<file path="config.mk">
export PLATFORM = sky130hd
export DESIGN_NAME = elgamal_encrypt_decrypt_top
export DESIGN_NICKNAME = d
export VERILOG_FILES = /design/src/rtl/core/elg_pkg.sv /design/src/rtl/core/elg_modmul.sv /design/src/rtl/core/elg_divstep.sv /design/src/rtl/core/elgamal_encrypt_decrypt_top.sv
export SDC_FILE = /design/constraint.sdc
export NUM_CORES = 1
export LEC_CHECK = 0
export ABC_AREA = 1
export BUFFER_PORTS_ARGS = -buffer_cell sky130_fd_sc_hd__buf_2
export CAP_MARGIN = 25
export CORE_ASPECT_RATIO = 1.25
export CORE_MARGIN = 1
export CORE_UTILIZATION = 55
export DETAILED_ROUTE_END_ITERATION = 8
export PLACE_DENSITY = 0.84
export SETUP_SLACK_MARGIN = 0.4
export SYNTH_ARGS = -nofsm -noshare
export SYNTH_HDL_FRONTEND = slang
export SYNTH_HIERARCHICAL = 1
export SYNTH_SLANG_ARGS = --single-unit
</file>
<file path="constraint.sdc">
create_clock -name i_clk -period 22 [get_ports i_clk]
set_input_delay 6.6 -clock i_clk [delete_from_list [all_inputs] [get_ports i_clk]]
set_output_delay 6.6 -clock i_clk [all_outputs]
set_load 0.05 [all_outputs]
</file>
<file path="src/rtl/core/elg_pkg.sv">
package elg_pkg;

    // register indexes on the configuration port
    localparam logic [0:0] REG_MODULUS   = 1'b0;
    localparam logic [0:0] REG_GENERATOR = 1'b1;

    // item opcodes
    localparam logic OP_ENCRYPT = 1'b0;
    localparam logic OP_DECRYPT = 1'b1;

    // request to the modular multiplier
    typedef struct packed {
        logic start;
    } t_mul_ctl;

    // status back from the modular multiplier
    typedef struct packed {
        logic busy;
        logic done;
    } t_mul_sts;

endpackage

</file>
<file path="src/rtl/core/elg_modmul.sv">
// bit-serial modular multiply: result = a * b mod p, one bit of b per cycle
// a and b may be up to 2^W-1; a is reduced first by a serial shift-add pass over its bits
module elg_modmul #(
    parameter int W = 16
) (
    input  logic             i_clk,
    input  logic             i_rst_n,
    input  elg_pkg::t_mul_ctl i_ctl,
    input  logic [W-1:0]     i_a,
    input  logic [W-1:0]     i_b,
    input  logic [W-1:0]     i_p,
    output elg_pkg::t_mul_sts o_sts,
    output logic [W-1:0]     o_res
);

    localparam int CW = $clog2(W + 1);

    typedef enum logic [2:0] {
        S_IDLE = 3'b001,
        S_RED  = 3'b010,
        S_MUL  = 3'b100
    } t_state;

    t_state         r_state, n_state;
    logic [W-1:0]   r_a, n_a;
    logic [W-1:0]   r_b, n_b;
    logic [W-1:0]   r_acc, n_acc;
    logic [CW-1:0]  r_cnt, n_cnt;
    logic           r_done, n_done;

    logic [W:0]     w_dbl;
    logic [W:0]     w_dbl_red;
    logic [W-1:0]   w_dbl_m;
    logic [W:0]     w_add;
    logic [W-1:0]   w_out;

    // doubling step of the accumulator, then conditional add of a
    assign w_dbl     = {r_acc, 1'b0};
    assign w_dbl_red = (w_dbl >= {1'b0, i_p}) ? w_dbl - {1'b0, i_p} : w_dbl;
    assign w_dbl_m   = w_dbl_red[W-1:0];
    assign w_add     = {1'b0, w_dbl_m} + {1'b0, r_a};
    assign w_out     = r_b[W-1]
                       ? ((w_add >= {1'b0, i_p}) ? W'(w_add - {1'b0, i_p}) : w_add[W-1:0])
                       : w_dbl_m;

    // sequencer
    always_comb begin
        n_state = r_state;
        n_a     = r_a;
        n_b     = r_b;
        n_acc   = r_acc;
        n_cnt   = r_cnt;
        n_done  = 1'b0;
        unique case (r_state)
            S_IDLE: begin
                if (i_ctl.start) begin
                    n_a     = i_a;
                    n_b     = i_b;
                    n_acc   = '0;
                    n_cnt   = '0;
                    n_state = S_RED;
                end
            end
            S_RED: begin
                // a < 2^W and p >= 2: repeated subtract is bounded, use one step
                // per cycle only while a >= p (at most 2^W/p steps) is too slow,
                // so reduce a by the same shift-add over its bits instead
                if (r_cnt == CW'(W)) begin
                    n_a     = r_acc;
                    n_acc   = '0;
                    n_cnt   = '0;
                    n_state = S_MUL;
                end else begin
                    // acc = (2*acc + bit) mod p, walking a msb first
                    n_acc = ((({1'b0, w_dbl_m} + (W+1)'(r_a[W-1])) >= {1'b0, i_p})
                             ? W'({1'b0, w_dbl_m} + (W+1)'(r_a[W-1]) - {1'b0, i_p})
                             : W'({1'b0, w_dbl_m} + (W+1)'(r_a[W-1])));
                    n_a   = {r_a[W-2:0], 1'b0};
                    n_cnt = r_cnt + 1'b1;
                end
            end
            S_MUL: begin
                if (r_cnt == CW'(W)) begin
                    n_done  = 1'b1;
                    n_state = S_IDLE;
                end else begin
                    n_acc = w_out;
                    n_b   = {r_b[W-2:0], 1'b0};
                    n_cnt = r_cnt + 1'b1;
                end
            end
            default: n_state = S_IDLE;
        endcase
    end

    // control registers
    always_ff @(posedge i_clk) begin
        if (!i_rst_n) begin
            r_state <= S_IDLE;
            r_done  <= 1'b0;
            r_cnt   <= '0;
        end else begin
            r_state <= n_state;
            r_done  <= n_done;
            r_cnt   <= n_cnt;
        end
    end

    // datapath registers
    always_ff @(posedge i_clk) begin
        r_a   <= n_a;
        r_b   <= n_b;
        r_acc <= n_acc;
    end

    assign o_sts.busy = (r_state != S_IDLE);
    assign o_sts.done = r_done;
    assign o_res      = r_acc;

    a_done_idle: assert property (@(posedge i_clk) disable iff (!i_rst_n)
        r_done |-> r_state == S_IDLE)
        else $error("done outside idle");
    a_res_range: assert property (@(posedge i_clk) disable iff (!i_rst_n)
        r_done |-> r_acc < i_p)
        else $error("product not reduced");
    a_start_idle: assert property (@(posedge i_clk) disable iff (!i_rst_n)
        (r_state == S_IDLE && i_ctl.start) |=> r_state == S_RED)
        else $error("start not taken");

endmodule

</file>
<file path="src/rtl/core/elg_divstep.sv">
// restoring divider, one quotient bit per cycle: q = n / d, r = n mod d
module elg_divstep #(
    parameter int W = 16
) (
    input  logic         i_clk,
    input  logic         i_rst_n,
    input  logic         i_start,
    input  logic [W-1:0] i_n,
    input  logic [W-1:0] i_d,
    output logic         o_done,
    output logic [W-1:0] o_q,
    output logic [W-1:0] o_r
);

    localparam int CW = $clog2(W + 1);

    logic           r_busy;
    logic           r_done;
    logic [CW-1:0]  r_cnt;
    logic [W-1:0]   r_q;
    logic [W-1:0]   r_r;
    logic [W-1:0]   r_d;
    logic [W:0]     w_trial;

    assign w_trial = {r_r, r_q[W-1]};

    // shift in one dividend bit, subtract where it fits
    always_ff @(posedge i_clk) begin
        if (!i_rst_n) begin
            r_busy <= 1'b0;
            r_done <= 1'b0;
            r_cnt  <= '0;
        end else begin
            r_done <= 1'b0;
            if (i_start) begin
                r_busy <= 1'b1;
                r_cnt  <= '0;
            end else if (r_busy) begin
                if (r_cnt == CW'(W - 1)) begin
                    r_busy <= 1'b0;
                    r_done <= 1'b1;
                end
                r_cnt <= r_cnt + 1'b1;
            end
        end
    end

    always_ff @(posedge i_clk) begin
        if (i_start) begin
            r_q <= i_n;
            r_r <= '0;
            r_d <= i_d;
        end else if (r_busy) begin
            if (w_trial >= {1'b0, r_d}) begin
                r_r <= W'(w_trial - {1'b0, r_d});
                r_q <= {r_q[W-2:0], 1'b1};
            end else begin
                r_r <= w_trial[W-1:0];
                r_q <= {r_q[W-2:0], 1'b0};
            end
        end
    end

    assign o_done = r_done;
    assign o_q    = r_q;
    assign o_r    = r_r;

    a_no_overlap: assert property (@(posedge i_clk) disable iff (!i_rst_n)
        r_done |-> !r_busy)
        else $error("divider done while busy");
    a_rem_range: assert property (@(posedge i_clk) disable iff (!i_rst_n)
        r_done |-> (r_r < r_d || r_d == '0))
        else $error("remainder out of range");
    a_busy_run: assert property (@(posedge i_clk) disable iff (!i_rst_n)
        $rose(r_busy) |-> r_cnt == '0)
        else $error("divider count not cleared");

endmodule

</file>
<file path="src/rtl/core/elgamal_encrypt_decrypt_top.sv">
// ElGamal encrypt/decrypt engine over a WORD_BITS modulus. Program modulus
// (0x0) and generator (0x4) over APB while idle, then send one word per item.
// Encrypt: shared = key^k, c1 = g^k, c2 = shared*message, all mod p. Decrypt:
// shared = c1^x, inverse by extended Euclid, plaintext = c2*inverse mod p, with
// no_inverse set and plaintext 0 when gcd(shared, p) != 1. A modulus below two
// gives an all-zero result. One item at a time; all products go through one
// bit-serial modular multiplier and every Euclid quotient through a bit-serial
// divider. An encrypt takes 4*WORD_BITS+1 products; a decrypt 2*WORD_BITS+1
// products plus up to ~1.5*WORD_BITS Euclid steps, each step one divide and
// one serial product for the coefficient update. A finished word waits in the
// output register while the next item is taken.
module elgamal_encrypt_decrypt_top #(
    parameter int WORD_BITS = 16
) (
    input  logic                 i_clk,
    input  logic                 i_rst_n,
    input  logic                 psel,
    input  logic                 penable,
    input  logic                 pwrite,
    input  logic [2:0]           paddr,
    input  logic [31:0]          pwdata,
    output logic [31:0]          prdata,
    output logic                 pready,
    input  logic                 i_valid,
    output logic                 o_ready,
    input  logic                 i_opcode,
    input  logic [WORD_BITS-1:0] i_key_value,
    input  logic [WORD_BITS-1:0] i_message,
    input  logic [WORD_BITS-1:0] i_ephemeral,
    input  logic [WORD_BITS-1:0] i_cipher_first_in,
    input  logic [WORD_BITS-1:0] i_cipher_second_in,
    output logic                 o_valid,
    input  logic                 i_ready,
    output logic [WORD_BITS-1:0] o_cipher_first_out,
    output logic [WORD_BITS-1:0] o_cipher_second_out,
    output logic [WORD_BITS-1:0] o_shared_key,
    output logic [WORD_BITS-1:0] o_plaintext,
    output logic                 o_no_inverse
);

    localparam int W  = WORD_BITS;
    localparam int EW = $clog2(W + 1);

    typedef enum logic [9:0] {
        S_IDLE  = 10'b0000000001,
        S_PMUL  = 10'b0000000010, // exponent loop: issue a product
        S_PWAIT = 10'b0000000100,
        S_NEXT  = 10'b0000001000, // pick next exponent pass
        S_EDIV  = 10'b0000010000, // euclid: quotient
        S_EDWT  = 10'b0000100000,
        S_EMUL  = 10'b0001000000, // euclid: q*t1 mod p
        S_EMWT  = 10'b0010000000,
        S_FIN   = 10'b0100000000, // final product
        S_OUT   = 10'b1000000000
    } t_state;

    // configuration
    logic [W-1:0] r_mod, r_gen;
    logic         w_wr;
    assign pready = 1'b1;
    assign w_wr   = psel && penable && pwrite;

    always_ff @(posedge i_clk) begin
        if (!i_rst_n) begin
            r_mod <= W'(2);
            r_gen <= W'(2);
        end else if (w_wr && paddr[1:0] == 2'b00) begin
            if (paddr[2] == elg_pkg::REG_MODULUS)
                r_mod <= pwdata[W-1:0];
            else
                r_gen <= pwdata[W-1:0];
        end
    end

    // register readback
    always_comb begin
        prdata = '0;
        if (paddr[1:0] == 2'b00) begin
            if (paddr[2] == elg_pkg::REG_MODULUS)
                prdata = 32'(r_mod);
            else
                prdata = 32'(r_gen);
        end
    end

    t_state        r_state;
    logic          r_op;
    logic [1:0]    r_pass;     // 0: key^k / c1^x, 1: g^k, 2: final product
    logic [W-1:0]  r_msg, r_eph, r_c2;
    logic [W-1:0]  r_sq, r_accp, r_exp;
    logic [EW-1:0] r_ecnt;
    logic          r_phase;    // 0 multiply acc, 1 square
    logic [W-1:0]  r_s, r_c1o, r_c2o, r_pto;
    logic          r_nio;
    logic [W-1:0]  r_r0, r_r1, r_t0, r_t1, r_qt;
    logic [W-1:0]  r_o1, r_o2, r_osh, r_opt;
    logic          r_oni, r_valid;

    // shared multiplier
    elg_pkg::t_mul_ctl w_mctl;
    elg_pkg::t_mul_sts w_msts;
    logic [W-1:0]      w_ma, w_mb, w_mres;

    elg_modmul #(.W(W)) u_mul (
        .i_clk  (i_clk),
        .i_rst_n(i_rst_n),
        .i_ctl  (w_mctl),
        .i_a    (w_ma),
        .i_b    (w_mb),
        .i_p    (r_mod),
        .o_sts  (w_msts),
        .o_res  (w_mres)
    );

    logic         w_dstart, w_ddone;
    logic [W-1:0] w_dq, w_dr;

    elg_divstep #(.W(W)) u_div (
        .i_clk  (i_clk),
        .i_rst_n(i_rst_n),
        .i_start(w_dstart),
        .i_n    (r_r0),
        .i_d    (r_r1),
        .o_done (w_ddone),
        .o_q    (w_dq),
        .o_r    (w_dr)
    );

    assign w_dstart = (r_state == S_EDIV);

    // operand selection for the multiplier
    always_comb begin
        w_mctl.start = 1'b0;
        w_ma = r_sq;
        w_mb = r_sq;
        unique case (r_state)
            S_PMUL: begin
                w_mctl.start = 1'b1;
                if (!r_phase) begin
                    w_ma = r_accp;
                    w_mb = r_sq;
                end
            end
            S_EMUL: begin
                w_mctl.start = 1'b1;
                w_ma = r_qt;
                w_mb = r_t1;
            end
            S_FIN: begin
                // no final product when the shared secret has no inverse
                w_mctl.start = !(r_op == elg_pkg::OP_DECRYPT && r_r0 != W'(1));
                w_ma = r_op ? r_c2 : r_msg;
                w_mb = r_op ? r_t0 : r_s;
            end
            default: ;
        endcase
    end

    // t0 - q*t1 mod p, both residues
    logic [W:0] w_tsub;
    assign w_tsub = {1'b0, r_t0} + {1'b0, r_mod} - {1'b0, w_mres};

    // item sequencer
    always_ff @(posedge i_clk) begin
        if (!i_rst_n) begin
            r_state <= S_IDLE;
            r_valid <= 1'b0;
        end else begin
            // output word register
            if (r_state == S_OUT)
                r_valid <= 1'b1;
            else if (i_ready)
                r_valid <= 1'b0;
            unique case (r_state)
                S_IDLE: begin
                    if (i_valid) begin
                        r_op  <= i_opcode;
                        r_msg <= i_message;
                        r_eph <= i_ephemeral;
                        r_c2  <= i_cipher_second_in;
                        r_pass <= '0;
                        r_c1o <= '0;
                        if (r_mod < W'(2)) begin
                            r_s   <= '0;
                            r_c2o <= '0;
                            r_pto <= '0;
                            r_nio <= 1'b0;
                            r_state <= S_OUT;
                        end else begin
                            // first pass: key^k or c1^x; sq = base, reduced by product
                            r_sq    <= (i_opcode == elg_pkg::OP_DECRYPT)
                                       ? i_cipher_first_in : i_key_value;
                            r_exp   <= (i_opcode == elg_pkg::OP_DECRYPT)
                                       ? i_key_value : i_ephemeral;
                            r_accp  <= W'(1);
                            r_ecnt  <= '0;
                            r_phase <= 1'b0;
                            r_state <= S_PMUL;
                        end
                    end
                end
                S_PMUL: r_state <= S_PWAIT;
                S_PWAIT: begin
                    if (w_msts.done) begin
                        if (r_pass == 2'd2) begin
                            // final product completion
                            r_c2o   <= r_op ? '0 : w_mres;
                            r_pto   <= r_op ? w_mres : '0;
                            r_nio   <= 1'b0;
                            r_state <= S_OUT;
                        end else if (!r_phase) begin
                            if (r_exp[0]) r_accp <= w_mres;
                            r_phase <= 1'b1;
                            r_state <= S_PMUL;
                        end else begin
                            r_sq    <= w_mres;
                            r_exp   <= {1'b0, r_exp[W-1:1]};
                            r_phase <= 1'b0;
                            r_ecnt  <= r_ecnt + 1'b1;
                            r_state <= (r_ecnt == EW'(W - 1)) ? S_NEXT : S_PMUL;
                        end
                    end
                end
                S_NEXT: begin
                    // exponent 1 with unreduced base still yields base mod p via product
                    if (r_pass == 2'd0) begin
                        r_s <= r_accp;
                        if (!r_op) begin
                            r_pass  <= 2'd1;
                            r_sq    <= r_gen;
                            r_exp   <= r_eph;
                            r_accp  <= W'(1);
                            r_ecnt  <= '0;
                            r_state <= S_PMUL;
                        end else begin
                            r_r0 <= r_mod;
                            r_r1 <= r_accp;
                            r_t0 <= '0;
                            r_t1 <= W'(1);
                            r_state <= (r_accp == '0) ? S_FIN : S_EDIV;
                        end
                    end else begin
                        r_c1o   <= r_accp;
                        r_state <= S_FIN;
                    end
                end
                S_EDIV: r_state <= S_EDWT;
                S_EDWT: begin
                    if (w_ddone) begin
                        r_qt    <= w_dq;
                        r_r0    <= r_r1;
                        r_r1    <= w_dr;
                        r_state <= S_EMUL;
                    end
                end
                S_EMUL: r_state <= S_EMWT;
                S_EMWT: begin
                    if (w_msts.done) begin
                        // coefficients kept as residues mod p
                        r_t0 <= r_t1;
                        r_t1 <= (w_tsub >= {1'b0, r_mod}) ? W'(w_tsub - {1'b0, r_mod})
                                                          : w_tsub[W-1:0];
                        r_state <= (r_r1 == '0) ? S_FIN : S_EDIV;
                    end
                end
                S_FIN: begin
                    if (r_op && r_r0 != W'(1)) begin
                        r_c2o <= '0;
                        r_pto <= '0;
                        r_nio <= 1'b1;
                        r_state <= S_OUT;
                    end else begin
                        r_state <= S_PWAIT;
                        r_pass  <= 2'd2;
                        r_phase <= 1'b1;
                    end
                end
                S_OUT: begin
                    if (!r_valid || i_ready) begin
                        r_o1    <= r_c1o;
                        r_o2    <= r_c2o;
                        r_osh   <= r_s;
                        r_opt   <= r_pto;
                        r_oni   <= r_nio;
                        r_state <= S_IDLE;
                    end
                end
                default: r_state <= S_IDLE;
            endcase
        end
    end

    assign o_ready             = (r_state == S_IDLE);
    assign o_valid             = r_valid;
    assign o_cipher_first_out  = r_o1;
    assign o_cipher_second_out = r_o2;
    assign o_shared_key        = r_osh;
    assign o_plaintext         = r_opt;
    assign o_no_inverse        = r_oni;

    a_mul_start: assert property (@(posedge i_clk) disable iff (!i_rst_n)
        w_mctl.start |-> !w_msts.busy)
        else $error("multiplier started while busy");
    a_flag_zero: assert property (@(posedge i_clk) disable iff (!i_rst_n)
        (r_valid && r_oni) |-> r_opt == '0)
        else $error("plaintext with no inverse");
    a_ready_accept: assert property (@(posedge i_clk) disable iff (!i_rst_n)
        (i_valid && o_ready) |=> !o_ready)
        else $error("accepted item not taken");

endmodule
</file>
# == Word level (Yosys, flattened, before mapping) ==
# Index checks and enable logic that the tools add are counted.
# word_totals
reg_bits,470
output_inout_bits,100
wordCells,289
# classes
addsub,12
magnitude_cmp,6
n_eq_ne,40
mux,142
bitwise,3
n_reduce_logical,45
# ops
op,count
$mux 16,68
$pmux 16 s3,7
$pmux 16 s2,9
$pmux 10 s10,1
$mux 10,9
$ge 17x16->1,5
$sub 16x16->16,5
$mux 5,10
$add 16x16->17,2
$logic_not 16->1,2
$pmux 5 s3,2
$ne 2x2->1 const B,14
$mux 9,3
$reduce_and 5->1,4
$mux 1,19
$reduce_and 3->1,6
$add 16x1->17,1
$sub 17x16->17,1
$lt 16x2->1 const B,1
$ne 16x1->1 const B,1
$ne 2x1->1 const B,8
$add 5x1->5 const B,3
$reduce_and 7->1,2
$reduce_bool 2->1,7
other kinds (36),58

# == Longest topological paths before layout ==
# Gate-level depths: netlist (run 1).
# logic_depth
depth_word,8
mapped_depth,39
mapped_depth_nobuf,35

# == By module ==
# The synthesis (run 1) kept the hierarchy.
# by_module_without_submodules
mod,instances,cells_per_inst,area_each_um2,seq_area_each_um2
elgamal_encrypt_decrypt_top,1,1761,17574.4,10319.9
elg_modmul,1,1095,7208.2,1621.6
elg_divstep,1,445,3320.7,1421.4

# == Least setup slack after synthesis (run 1) ==
# No wires, ideal clock.
# synth_timing
kind,input to output
from,in paddr[1]
to,out prdata[10]
arrival_time_ns,7.964
setup_slack_ns,7.436
cell_stages,4
path_cell_list,nor2_1 -> clkbuf_1 -> o21ai_0 -> a21oi_1
# synth_via
elab_chain_len,2
# synth_rtl
item,line_no,text
from (decl),elgamal_encrypt_decrypt_top.sv:20,"input logic [2:0] paddr,"
$logic_not 2->1,elgamal_encrypt_decrypt_top.sv:78,if (paddr[1:0] == 2'b00) begin
$mux 16,elgamal_encrypt_decrypt_top.sv:78,
to (decl),elgamal_encrypt_decrypt_top.sv:22,"output logic [31:0] prdata,"
# Every way passes these cells.

# == Final worst setup path (run 1) ==
# layout_timing
from,in paddr[1]
to,out prdata[5]
# Same word-level chain as after synthesis.

==> run summary, run 1 <==
• insertion delay of the later-clocked pin in the worst-skew pair: 0.61 ns
• IO Count: 223
• CP max stage cell: sky130_fd_sc_hd__nor2_1
• part of the Yosys area used for sequential elements: 47.5%
• die extent in x: 204 um
• Post-Synthesis Mean Instance Area: 8.51 um2
• WS Path Type: input pin to output pin
• routed vias: 24200
• fill count: 4315
• Worst IR Drop VDD: 0.0763 mV
• P_int: 0.00212 W
• count of cells along the worst register-to-register path: 35
• portion of total power attributed to combinational logic: 44.2%
• worst flop-to-flop path startpoint: r_mod[1]$_SDFFE_PN1P_
• cell type group with the largest total delay on the critical path: simple AND/OR/NAND/NOR gates
• post-synth top area cell: sky130_fd_sc_hd__edfxtp_1
• Root Buffer: sky130_fd_sc_hd__clkbuf_16
• half-perimeter wire length of the detailed placement result: 68900 um
• type of the tightest min-delay check: flop to flop
• arrival time of the worst setup path: 8.05 ns
• ratio of cells with drive above 1 in the final layout: 12.3%
• launch instance of the worst min-delay path: r_c2o[13]$_SDFFCE_PP0P_
• unrepaired setup endpoints after global routing: false
• area of the die: 52000 um2
• net switching power figure: 0.00155 W
• worst reg-to-reg setup slack: 14.51 ns
• capture instance of the worst register-to-register path: u_mul/o_res[12]$_DFFE_PP_
• initial detailed-routing violation count: 2754
• status: completed
• via count of the first global-routing pass: 22600
• flip-flop and latch count after synthesis: 470
• Critical path buffers and inverters: 2
• Area Overhead vs Synth: 10.5%
• detailed-route DRC error count: 0
• top cells by instance count after synthesis: sky130_fd_sc_hd__nand2_1 (867), sky130_fd_sc_hd__inv_1 (456), sky130_fd_sc_hd__edfxtp_1 (395)
• post-route ant nets: 0
• total congestion overflow: 0
• Static Leak: 13.8 nW
• summed negative setup slack over all endpoints: 0 ns
• wire length of the first global-routing pass: 132000 um
• global-route total usage across every layer: 34.2%
• Avg Vias per Cell: 5.83
• critical path data required time: 15.40 ns
• share of synthesized flip-flops with an asynchronous set or reset: 0%
• final count of negative-setup-slack endpoints: 0
• worst stage delay on the critical path: 0.67 ns
• Hold Buf Count CTS: 0
• sequential share of power: 33.5%
• starting density of the core: 55.7%
• Core Rows: 92
• fraction of synthesized cell area taken by the top area cell type: 42.2%
• Mapped Area: 28100 um2
• shortest clock period the worst path allows after layout: 14.65 ns
• clock slew seen by the registers of the worst setup and hold paths: 0.06 ns
• cell types with the largest area share after synthesis: sky130_fd_sc_hd__edfxtp_1 (42%), sky130_fd_sc_hd__nand2_1 (12%), sky130_fd_sc_hd__inv_1 (6.1%), sky130_fd_sc_hd__ha_1 (5.4%), sky130_fd_sc_hd__dfxtp_1 (5.3%)
• leading register cell type out of synthesis: sky130_fd_sc_hd__edfxtp_1
• Worst path most repeated cell: sky130_fd_sc_hd__buf_2
• CTS resizes: 0
• TritonCTS Buffers: 47
• net count of the finished layout: 3723
• transition at the pin with the smallest max-transition slack: 1.02 ns
• category of the worst setup path capture point: output pin
• hold slack: 0.412 ns
• final weighted congestion in routability-driven placement: 1.03
• DRT Pass-1 Iters: 6
• Min-Delay Endpoint: o_cipher_second_out[13]$_DFFE_PP_
• number of warning messages in the yosys log: 6
• list of cells traversed by the critical path: buf_2, nor2_1, o21ai_0, a21oi_1, buf_2
• H-tree level count: 2
• total area of multi-input combinational cells: 12300 um2
• most repeated cell in the gate-level netlist after synthesis: sky130_fd_sc_hd__nand2_1
• startpoint kind of the worst setup timing path: input pin
• maximum buffer depth of the clock tree: 3
• largest net degree at the start of global routing: 71
• worst-case headroom to the max-slew limit: 31.7%
• placeable core area: 50400 um2
• WL/cell: 21.4 um
• final routed wirelength across all metal layers: 89100 um
• critical path peak fanout: 17
• Max Transition Viols Final: 0
• Die Y-Extent: 255 um
• number of enable-type register cells in the synthesized netlist: 395
• power share of the clock group: 22.3%
• number of buffer cells added on primary ports: 189
• post-CTS setup buffer count: 0
• Cells on Worst Hold Path: 0
• FF/Latch Area: 13400 um2
• final-report hold violation count: 0
• clock tree from TritonCTS: built
• Power Density: 118 nW/um2
• Final Cycle Share: 66.6%
• distinct cell type count after synthesis: 63
• initial antenna violation count: 5
• max-capacitance violation count: 0
• fmax: 0.0682 GHz
• switching share of power: 42.3%
• clock net sink count: 470
• number of instances in the synthesized netlist: 3301
• clock skew: 0.0252 ns
-- cell usage in the layout, fill, tap and decap left out, types with 15 or more instances in the layout --
master,count
sky130_fd_sc_hd__nand3_2,17
sky130_fd_sc_hd__a22oi_1,15
sky130_fd_sc_hd__conb_1,17
sky130_fd_sc_hd__inv_1,456
sky130_fd_sc_hd__xnor2_1,33
sky130_fd_sc_hd__xor2_1,41
sky130_fd_sc_hd__nand3_1,181
sky130_fd_sc_hd__nor2_2,21
sky130_fd_sc_hd__inv_2,22
sky130_fd_sc_hd__o211ai_1,71
sky130_fd_sc_hd__nor2_1,244
sky130_fd_sc_hd__nand2_2,23
sky130_fd_sc_hd__buf_2,189
sky130_fd_sc_hd__buf_4,21
sky130_fd_sc_hd__o21ai_0,175
sky130_fd_sc_hd__edfxtp_1,395
sky130_fd_sc_hd__ha_1,121
sky130_fd_sc_hd__nor4_1,15
sky130_fd_sc_hd__fa_1,22
sky130_fd_sc_hd__nor3_1,27
sky130_fd_sc_hd__o221ai_1,16
sky130_fd_sc_hd__dfxtp_1,75
sky130_fd_sc_hd__clkbuf_16,48
sky130_fd_sc_hd__nand4_1,33
sky130_fd_sc_hd__nand2_1,867
sky130_fd_sc_hd__a21oi_1,164
-- stage by stage --
| stage | cells | utilization, % | instance area [um2] | total power, W | setup slack, ns |
|---|---|---|---|---|---|
| after floorplan | 3316 | - | 28200 | 0.00239 | 7.44 |
| after global placement | 4064 | 58.4 | 29400 | 0.00279 | 7.44 |
| after detailed placement | 4065 | 58.4 | 29500 | 0.00281 | 7.40 |
| after CTS | 4153 | 61.5 | 31000 | 0.00363 | 7.38 |
| after global routing | 4154 | 61.6 | 31100 | 0.00387 | 7.24 |
| final | 4156 | 61.6 | 31100 | 0.00367 | 7.35 |
-- cells by family after synthesis --
group | synth area share, %
AND/OR/NAND/NOR | 23.4
flip-flops | 47.5
AO/OA/AOI/OAI | 10.8
other | 0.0267
buffers and inverters | 8.97
XOR/XNOR | 2.31
adder cells (fa/ha/maj) | 6.95
-- power by group through the flow --
stage	Sequential [W]	Combinational (W)	Clock (W)
2_1_floorplan	0.00121	0.00119	0
3_3_place_gp	0.00124	0.00155	0
3_5_place_dp	0.00124	0.00156	0
4_1_cts	0.00123	0.00158	0.000827
5_1_grt	0.00123	0.00178	0.000857
6_report	0.00123	0.00163	0.000819
-- final cells by class --
| class | count | share of cell area, % |
|---|---|---|
| Multi-Input combinational cell | 2243 | 39.7 |
| Inverter | 483 | 5.86 |
| Clock buffer | 61 | 4.19 |
| Tap cell | 658 | 2.65 |
| Clock inverter | 27 | 0.866 |
| Antenna cell | 2 | 0.0161 |
| Sequential cell | 470 | 43.0 |
| Timing Repair Buffer | 212 | 3.71 |
-- how the worst max path moves through the flow --
stage	startpoint	endpoint	depth (start not counted)
finish	paddr[1]	prdata[5]	5
global route	paddr[1]	prdata[8]	5
CTS	paddr[1]	prdata[5]	5
detailed placement	paddr[1]	prdata[5]	5
global placement	paddr[1]	prdata[6]	5
floorplan	paddr[1]	prdata[10]	4
-- metal layers --
layer | wire (um) | part of all wire (%) | track usage, %
met5 | 22 | 0.025 | 0
met4 | 6570 | 7.4 | 21.2
met2 | 41000 | 46 | 56.3
met3 | 9220 | 10 | 5.52
met1 | 32200 | 36 | 42.2
(Power assumes the default switching activity.)
==> run 2: changes to the inputs <==
Settings changed: ABC_AREA 1 to 0.
Clock period 22 ns to 14.37 ns, I/O delays scaled along.
==> run summary, run 2 <==
• Min-Delay Endpoint: o_plaintext[0]$_DFFE_PP_, was o_cipher_second_out[13]$_DFFE_PP_
• post-route ant nets: 0, unchanged
• uppermost layer routed: met5, unchanged
• ratio of cells with drive above 1 in the final layout: 15.3%, was 12.3%
• Worst path most repeated cell: sky130_fd_sc_hd__buf_2, unchanged
• wire length of the first global-routing pass: 121000 um, was 132000 um
• maximum buffer depth of the clock tree: 3, unchanged
• placeable core area: 48500 um2, was 50400 um2
• post-route cell area: 30300 um2, was 31100 um2
• top library cells by usage in the layout, fill and taps aside: sky130_fd_sc_hd__edfxtp_1 (395), sky130_fd_sc_hd__nand2_1 (253), sky130_fd_sc_hd__nor2_1 (209), sky130_fd_sc_hd__buf_2 (189), sky130_fd_sc_hd__a21oi_1 (161), was sky130_fd_sc_hd__nand2_1 (867), sky130_fd_sc_hd__inv_1 (456), sky130_fd_sc_hd__edfxtp_1 (395), sky130_fd_sc_hd__nor2_1 (244), sky130_fd_sc_hd__buf_2 (189)
• largest net degree at the start of global routing: 71, unchanged
• starting density of the core: 56.0%, was 55.7%
• final count of negative-setup-slack endpoints: 0, unchanged
• status: completed, unchanged
• CP max stage cell: sky130_fd_sc_hd__buf_2, was sky130_fd_sc_hd__nor2_1
• clock net sink count: 470, unchanged
• Static Leak: 11.9 nW, was 13.8 nW
• number of warning messages in the yosys log: 6, unchanged
• startpoint kind of the worst setup timing path: input pin, unchanged
• post-CTS setup buffer count: 0, unchanged
• clock slew seen by the registers of the worst setup and hold paths: 0.07 ns, was 0.06 ns
• TritonCTS Buffers: 45, was 47
• type of the tightest min-delay check: flop to flop, unchanged
• worst setup path startpoint: paddr[2], was paddr[1]
• fmax: 0.103 GHz
• Mapped Area: 27200 um2, was 28100 um2
• WS Path Type: input pin to output pin, unchanged
• Cells on Worst Hold Path: 0, unchanged
• total power: 0.00429 W, was 0.00367 W
• worst-case headroom to the max-slew limit: 25.3%, was 31.7%
• met3 wirelength from detailed routing: 6440 um, was 9220 um
• critical path data required time: 10.06 ns, was 15.40 ns
• Area Overhead vs Synth: 11.5%, was 10.5%
• Power Density: 142 nW/um2, was 118 nW/um2
• DRT Pass-1 Iters: 7, was 6
• global-route total usage across every layer: 31.7%, was 34.2%
• final weighted congestion in routability-driven placement: 0.967, was 1.03
• summed negative setup slack over all endpoints: 0 ns, unchanged
• max-capacitance violation count: 0, unchanged
• critical path peak fanout: 19, was 17
• net count of the finished layout: 3000, was 3723
• number of instances in the synthesized netlist: 2567, was 3301
• die extent in x: 201 um, was 204 um
• routed vias: 21600, was 24200
• category of the worst setup path capture point: output pin, unchanged
• WL/cell: 23.9 um, was 21.4 um
• Hold Buf Count CTS: 0, unchanged
• Die Y-Extent: 251 um, was 255 um
• clock skew: 0.0373 ns, was 0.0252 ns
• worst flop-to-flop path startpoint: r_mod[10]$_SDFFE_PN0P_, was r_mod[1]$_SDFFE_PN1P_
• Post-Synthesis Mean Instance Area: 10.6 um2, was 8.51 um2
• initial detailed-routing violation count: 2173, was 2754
• unrepaired setup endpoints after global routing: false, unchanged
• insertion delay of the later-clocked pin in the worst-skew pair: 0.59 ns, was 0.61 ns
• final routed wirelength across all metal layers: 81600 um, was 89100 um
• IO Count: 223, unchanged
• CTS resizes: 0, unchanged
• wire length on met1: 30100 um, was 32200 um
• via count of the first global-routing pass: 20600, was 22600
• Max Transition Viols Final: 0, unchanged
• area of the die: 50300 um2, was 52000 um2
• capture instance of the worst register-to-register path: u_mul/o_res[10]$_DFFE_PP_, was u_mul/o_res[12]$_DFFE_PP_
• half-perimeter wire length of the detailed placement result: 61000 um, was 68900 um
• Core Rows: 90, was 92
• detailed-route DRC error count: 0, unchanged
• H-tree level count: 2, unchanged
• final-report hold violation count: 0, unchanged
• clock tree from TritonCTS: built, unchanged
• Worst IR Drop VDD: 0.104 mV, was 0.0763 mV
• total congestion overflow: 0, unchanged
• shortest clock period the worst path allows after layout: 9.71 ns
• Root Buffer: sky130_fd_sc_hd__clkbuf_16, unchanged
• fill count: 3788, was 4315
• transition at the pin with the smallest max-transition slack: 1.11 ns, was 1.02 ns
• arrival time of the worst setup path: 5.40 ns, was 8.05 ns
• worst reg-to-reg setup slack: 5.77 ns, was 14.51 ns
• number of buffer cells added on primary ports: 189, unchanged
• met2 wire length: 38900 um, was 41000 um
• placed cell areas: 28800 um2, was 29500 um2
• worst stage delay on the critical path: 0.46 ns, was 0.67 ns
• launch instance of the worst min-delay path: r_pto[0]$_SDFFCE_PN0P_, was r_c2o[13]$_SDFFCE_PP0P_
• most common library cell in the layout ignoring fill and taps: sky130_fd_sc_hd__edfxtp_1, was sky130_fd_sc_hd__nand2_1
• list of cells traversed by the critical path: buf_2, mux2i_1, nor2_1, buf_2, was buf_2, nor2_1, o21ai_0, a21oi_1, buf_2
• Avg Vias per Cell: 6.33, was 5.83
• Final Cycle Share: 67.6%
• count of cells along the worst register-to-register path: 27, was 35
• initial antenna violation count: 4, was 5
-- run 2: worst max path at each step --
| stage | cells after the start | end | slack [ns] |
|---|---|---|---|
| 5_1_grt | 4 | prdata[1] | 4.60 |
| 4_1_cts | 4 | prdata[13] | 4.68 |
| 3_3_place_gp | 4 | prdata[1] | 4.70 |
| 3_5_place_dp | 4 | prdata[13] | 4.69 |
| 6_report | 4 | prdata[4] | 4.66 |
| 2_1_floorplan | 4 | prdata[10] | 4.10 |
-- run 2: worst max-delay path, delay by kind of cell --
family	cells	cell delay [ns]
simple gates	1	0.16
buf+inv	2	0.75
mux	1	0.17
-- run 2: final cells by class --
cell class                 instances  area, um2  share of cell area (%)
sequential                       470      13400                    44.1
multi-input combinational       1824      12700                    42.1
timing repair buffer             232       1320                    4.37
clock buffer                      57       1210                    4.00
tap                              644        806                    2.66
inverter                         161        604                    2.00
clock inverter                    24        238                   0.785
antenna                            1       2.50                 0.00826
-- run 2: power by group --
group	switching [W]	internal, W	leakage (nW)
Combinational	0.000832	0.000528	6.98
Clock	0.000529	0.000656	0.689
Sequential	0.000117	0.00162	4.21
Total	0.00148	0.00281	11.9
-- run 2: stage by stage --
| step | cells | hold WS [ns] | setup WS, ns | utilization [%] |
|---|---|---|---|---|
| after floorplan | 2582 | 0.400 | 4.10 | - |
| after global placement | 3324 | 0.404 | 4.70 | 59.2 |
| after detailed placement | 3329 | 0.405 | 4.69 | 59.4 |
| after CTS | 3410 | 0.419 | 4.68 | 62.3 |
| after global routing | 3412 | 0.425 | 4.60 | 62.4 |
| final | 3413 | 0.419 | 4.66 | 62.4 |
-- run 2: routing by layer --
metal  vias to the layer above  GRT usage (%)
met5                         -              0
met4                         2           21.4
met3                       318           4.31
met2                      1235           52.9
met1                     10300           38.4
li1                       9745              -
